<file path="src/sgs_pkg.sv">
`timescale 1ns / 1ps

package sgs_pkg;

   localparam int MAX_AXES    = 8;
   localparam int MAX_BINS    = 64;
   localparam int MAX_STRATA  = 64;
   localparam int AXIS_W      = 3;
   localparam int BIN_IDX_W   = $clog2(MAX_BINS);
   localparam int EDGE_ADDR_W = AXIS_W + BIN_IDX_W;
   localparam int DIGIT_W     = $clog2(MAX_STRATA);

   localparam int REQ_DATA_W  = 136;
   localparam int RSP_DATA_W  = 88;
   localparam int CSR_ADDR_W  = 6;
   localparam int CSR_DATA_W  = 64;

   localparam logic [47:0] W48_MAX = '1;

   localparam logic [2:0] REG_BINS   = 3'd0;
   localparam logic [2:0] REG_STRATA = 3'd1;
   localparam logic [2:0] REG_POINTS = 3'd2;
   localparam logic [2:0] REG_AXES   = 3'd3;
   localparam logic [2:0] REG_JACOB  = 3'd4;
   localparam logic [2:0] REG_STEP   = 3'd5;

   typedef enum logic [1:0] {
      FUNC_EDGE   = 2'd0,
      FUNC_AXIS   = 2'd1,
      FUNC_SAMPLE = 2'd2
   } func_type;

   typedef enum logic [2:0] {
      ST_IDLE,
      ST_POS,
      ST_SUM,
      ST_IDX,
      ST_MULW,
      ST_RC,
      ST_CRD,
      ST_OUT
   } state_type;

   typedef struct packed {
      logic cell_finished;
      logic sweep_done;
   } odo_flags_type;

endpackage

</file>
<file path="src/sgs_odometer.sv">
`timescale 1ns / 1ps

module sgs_odometer (
   input  logic                          clock,
   input  logic                          reset,
   input  logic                          advance,
   input  logic [sgs_pkg::AXIS_W-1:0]    axis,
   input  logic [3:0]                    axes_used,
   input  logic [6:0]                    strata_used,
   input  logic [15:0]                   points_per_cell,
   output logic [sgs_pkg::DIGIT_W-1:0]   digit,
   output sgs_pkg::odo_flags_type        flags
);
   import sgs_pkg::*;

   logic [DIGIT_W-1:0] digits_ff [MAX_AXES];
   logic [DIGIT_W-1:0] digits_in [MAX_AXES];
   logic [15:0]        pic_ff;
   logic               sweep_ff;
   logic [16:0]        pic_next;
   logic               wrap;
   logic               found;

   assign digit = digits_ff[axis];

   // carry runs from the last axis in use towards axis zero
   always_comb begin
      pic_next = {1'b0, pic_ff} + 17'd1;
      wrap     = pic_next > {1'b0, points_per_cell};
      found    = 1'b0;
      for (int j = MAX_AXES - 1; j >= 0; j--) begin
         digits_in[j] = digits_ff[j];
         if ((4'(j) < axes_used) && !found) begin
            if (({1'b0, digits_ff[j]} + 7'd2) <= strata_used) begin
               digits_in[j] = digits_ff[j] + DIGIT_W'(1);
               found        = 1'b1;
            end else begin
               digits_in[j] = '0;
            end
         end
      end
      flags.cell_finished = wrap;
      flags.sweep_done    = wrap & (sweep_ff | ~found);
   end

   always_ff @(posedge clock) begin
      if (reset) begin
         pic_ff   <= 16'd1;
         sweep_ff <= 1'b0;
         for (int j = 0; j < MAX_AXES; j++) begin
            digits_ff[j] <= '0;
         end
      end else if (advance) begin
         if (wrap) begin
            pic_ff   <= 16'd1;
            sweep_ff <= sweep_ff | ~found;
            for (int j = 0; j < MAX_AXES; j++) begin
               digits_ff[j] <= digits_in[j];
            end
         end else begin
            pic_ff <= pic_next[15:0];
         end
      end
   end

endmodule

</file>
<file path="config.mk">
export PLATFORM = sky130hd
export DESIGN_NAME = sgs_odometer
export DESIGN_NICKNAME = d
export VERILOG_FILES = /design/src/sgs_pkg.sv /design/src/sgs_odometer.sv
export SDC_FILE = /design/constraint.sdc
export NUM_CORES = 1
export LEC_CHECK = 0
export ABC_AREA = 1
export BUFFER_PORTS_ARGS = -buffer_cell sky130_fd_sc_hd__buf_2
export CAP_MARGIN = 20
export CORE_UTILIZATION = 40
export DETAILED_ROUTE_END_ITERATION = 10
export GPL_TIMING_DRIVEN = 0
export PLACE_DENSITY = 0.59
export SYNTH_ARGS = -nofsm -noshare
export SYNTH_HDL_FRONTEND = slang
export SYNTH_SLANG_ARGS = --single-unit
</file>
<file path="constraint.sdc">
create_clock -name clock -period 5.5 [get_ports clock]
set_input_delay 0.275 -clock clock [delete_from_list [all_inputs] [get_ports clock]]
set_output_delay 0.275 -clock clock [all_outputs]
set_load 0.05 [all_outputs]
</file>
==> summary.md <==
| Metric | Value |
|---|---|
| Headroom to the max-slew limit | `33.59%` |
| Netlist cell types | `42` |
| Critical path, cell by cell | `ha_1 > nand3_4 > or3_1 > nor2_1 > xor2_1 > inv_1 > ha_1 > nand2_1 > inv_1 > nand3_2 > nor2_1 > nand3_1 > nand3_4 > nand3_1 > o21ai_0` |
| Remaining routing DRC violations | `0` |
| Req. time, crit path | `5.46 ns` |
| Count of maximum capacitance violations | `0` |
| Area inside the core boundary | `15830 um^2` |
| Setup-failing EPs final | `0` |
| Met2 Resource Use GR | `between 30% and 40%` |
| Vert. Die Dim | `128.9 um` |
| Met1 GRT Util | `around 27%` |
| Antenna diode count | `0` |
| Ratio of cells with drive above 1 in the final layout | `~14%` |
| Starting Density | `around 41%` |
| Outcome | `complete, no violations` |
| Layout-stage area growth over the synthesis result | `11.23%` |
| CTS Buf Count | `9` |
| Routability-driven placement congestion ratio | `around 0.87` |
| Slowest Stage Delay on Critical Path | `about 0.9 ns` |
| Minimum clock period | `between 4 and 5 ns` |
| Cell type with the highest aggregate area in the netlist | `sky130_fd_sc_hd__edfxtp_1` |
| Most common cell after layout, fill and taps aside | `sky130_fd_sc_hd__nand2_1` |
| Ratio of total power to cell area | `roughly 200 nW/um^2` |
| Number of DRC markers after the initial detailed-route iteration | `250` |
| Root Driver | `sky130_fd_sc_hd__clkbuf_16` |
| Via/cell ratio | `about 5` |
| Gate count of the mapped netlist | `799` |
| Die Area | `about 17000 um^2` |
| Worst path arrival time | `~4.2 ns` |
| Source-to-sink clock delay at the later pin of the worst-skew pair | `between 0.3 and 0.4 ns` |
| VDD IR-drop max | `~0.14 mV` |
| Count of cells along the worst hold path | `3` |
| Buffers inserted during post-CTS setup optimization | `0` |
| Number of gates resized after cts | `0` |
| Net count after synthesis | `around 900` |
| Worst reg2reg endpoint | `digits_ff[1][4]$_SDFFCE_PN0P_` |
| Post-Synthesis Mean Instance Area | `~8.1 um^2` |
| Number of vias in the routed layout | `about 5300` |
| Maximum fanout along the worst path | `9` |
| Highest-utilization routing layer at the global route stage | `met2` |
| Critical path startpoint | `pic_ff[0]$_SDFFE_PP1P_` |
| Worst Tran Pin Value | `approximately 0.99 ns` |
| Depth of the most critical reg-to-reg path | `15` |
| Warning count from the yosys run | `0` |
| Number of hold violations in the final report | `0` |
| H-Tree Level Count | `3` |
| Post-Route WL | `approximately 15 mm` |
| Clock edge transition at the registers on the reported setup and hold paths | `0.06 ns` |
| Beginning of the worst register-to-register path | `pic_ff[0]$_SDFFE_PP1P_` |
| Netlist area before placement | `6440 um^2` |
| Sequential share of the synthesized area | `27.67%` |
| Dpl cells | `between 1000 and 1500` |
| Count of buffers from port buffering | `36` |
| Initial antenna violation count | `0` |
| Number of max-slew violations in the final report | `0` |
| I/O Pins | `between 40 and 50` |
| Number of global-route vias before repair | `around 5000` |
| FF-to-FF setup slack | `between 1 and 1.5 ns` |
| Startpoint type of the worst setup path | `flip-flop` |
| Hold Startpoint | `advance` |
| Critical path's slowest cell | `sky130_fd_sc_hd__o21ai_0` |
| Total negative slack | `0 ns` |
| CTS tree | `done` |
| Setup repair after global routing missed its margin | `false` |
| Residual overflow from global routing | `0` |
| Number of register bits inferred by synthesis | `65` |
| Detailed placement HPWL | `about 12 mm` |
| CTS sink cnt | `65` |
| Most frequent cells in the layout | `122 x sky130_fd_sc_hd__nand2_1, 119 x sky130_fd_sc_hd__inv_1, 89 x sky130_fd_sc_hd__ha_1` |
| CTS Hold Buffers Added | `0` |
| Total Routing Usage GR | `about a fifth` |
| Horizontal extent of the die | `128.9 um` |
| Hold-critical path endpoint | `pic_ff[15]$_SDFFE_PP0P_` |
| Timing-limited maximum frequency | `approximately 240 MHz` |
| Critical path class | `flip-flop to flip-flop` |
| Worst min-delay path class | `primary input to flip-flop` |
| Routed length per placed instance | `between 10 and 15 um` |
| Clock Path Buffers | `2` |
| First-pass GRT wire length | `between 20 and 25 mm` |
| Core occupancy in the finished layout | `45.26%` |
| Filler-free cell count of the finished design | `about 1100` |
| Biggest area contributors in the synthesized netlist | `sky130_fd_sc_hd__edfxtp_1 22%, sky130_fd_sc_hd__ha_1 17%, sky130_fd_sc_hd__xor2_1 7.2%, sky130_fd_sc_hd__nand2_1 7.1%, sky130_fd_sc_hd__inv_1 6.9%` |
| Detailed-routing iteration count for the pre-antenna-repair pass | `5` |
| Final worst clock skew | `~0.013 ns` |
| Ratio of final minimum period to clock period | `76.21%` |
| Fin nets | `968` |
| GR Util met3 | `under 10%` |
| Leak | `roughly 3.3 nW` |
| Number of placement rows | `46` |
| Number of antenna-violating nets in the routed design | `0` |
| Worst setup EP type | `flip-flop` |
| Maximum number of pins on one net before global-route repair | `14` |
| Share of Yosys cell area claimed by the top area cell type | `between 20% and 30%` |
==> critical path, delay by kind of cell (launching register included) <==
| kind | cells | cell delay [ns] |
|---|---|---|
| AND/OR/NAND/NOR | 9 | 1.61 |
| AO/OA/AOI/OAI | 1 | 0.90 |
| adder cells (fa/ha/maj) | 2 | 0.57 |
| flip-flops | 1 | 0.43 |
| XOR/XNOR | 1 | 0.15 |
| buffers and inverters | 2 | 0.14 |
==> power by group <==
part	total, W	internal [W]	switching (W)
Sequential	0.000572	0.000547	0.0000246
Combinational	0.000290	0.0000992	0.000190
Clock	0.000530	0.000307	0.000223
==> layout make-up <==
| type | instances | area, um^2 |
|---|---|---|
| fillers | 1625 | 8665 |
| multi-input cells | 588 | 4063 |
| flip-flops and latches | 65 | 1782 |
| inverters | 123 | 461.7 |
| well taps | 216 | 270.3 |
| clock buffers | 10 | 229.0 |
| repair buffers | 36 | 180.2 |
| plain buffers | 23 | 133.9 |
| clock inverters | 6 | 43.79 |
==> per-layer routing <==
layer  vias up  share of wire [%]
met5         -                  0
met4         0               0.94
met3         9                2.8
met2        88                 46
met1      2424                 51
li1       2806                  -
==> how the worst max path moves through the flow <==
stage	endpoint	slack, ns	cells past startpoint
after global placement	digits_ff[1][5]$_SDFFCE_PN0P_	1.25	15
after floorplan	flags[0]	1.98	16
final	digits_ff[1][4]$_SDFFCE_PN0P_	1.31	15
after detailed placement	digits_ff[1][0]$_SDFFCE_PN0P_	1.28	15
after CTS	digits_ff[1][4]$_SDFFCE_PN0P_	1.24	15
after global routing	digits_ff[1][4]$_SDFFCE_PN0P_	0.94	15
==> cell families after synthesis <==
family                     count (synthesis)  synth area share (%)
AOI/OAI and AO/OA                        120                 10.67
DFF                                       65                 27.67
xor gates and xnor gates                  64                 8.821
adders and majority gates                 89                 17.29
and+or+nand+nor                          315                 26.31
buffers and inverters                    146                 9.248
==> flip-flops by register name, summed over array words and instances, names as in the netlist <==
| name | flops |
|---|---|
| digits_ff | 48 |
| pic_ff | 16 |
| sweep_ff | 1 |
==> stage by stage <==
stage	total power (W)	hold WS [ns]	setup slack, ns	instance area [um^2]
after detailed placement	0.0008713	0.4544	1.284	6890
final	0.001392	0.2925	1.308	7163
after CTS	0.001406	0.2833	1.236	7163
after global routing	0.001468	0.2940	0.9424	7163
after floorplan	0.0007877	0.4283	1.985	6440
after global placement	0.0008683	0.4433	1.253	6890
==> synthesized netlist by cell type, drive strengths merged <==
| library cell | count |
|---|---|
| buf | 7 |
| nand3 | 54 |
| dfxtp | 17 |
| o21ai | 40 |
| a21oi | 57 |
| a221oi | 3 |
| inv | 121 |
| or3 | 1 |
| xor2 | 53 |
| nor2 | 61 |
| o22ai | 2 |
| nor3b | 4 |
| clkbuf | 16 |
| nand2 | 125 |
| nand3b | 2 |
| edfxtp | 48 |
| a211oi | 1 |
| nand4 | 24 |
| o21a | 2 |
| a31oi | 6 |
| ha | 89 |
| a21o | 2 |
| nor3 | 43 |
| o211ai | 7 |
| nor4b | 1 |
| xnor2 | 11 |
| clkinv | 2 |
Note: power is estimated with default switching activity, not from simulation.
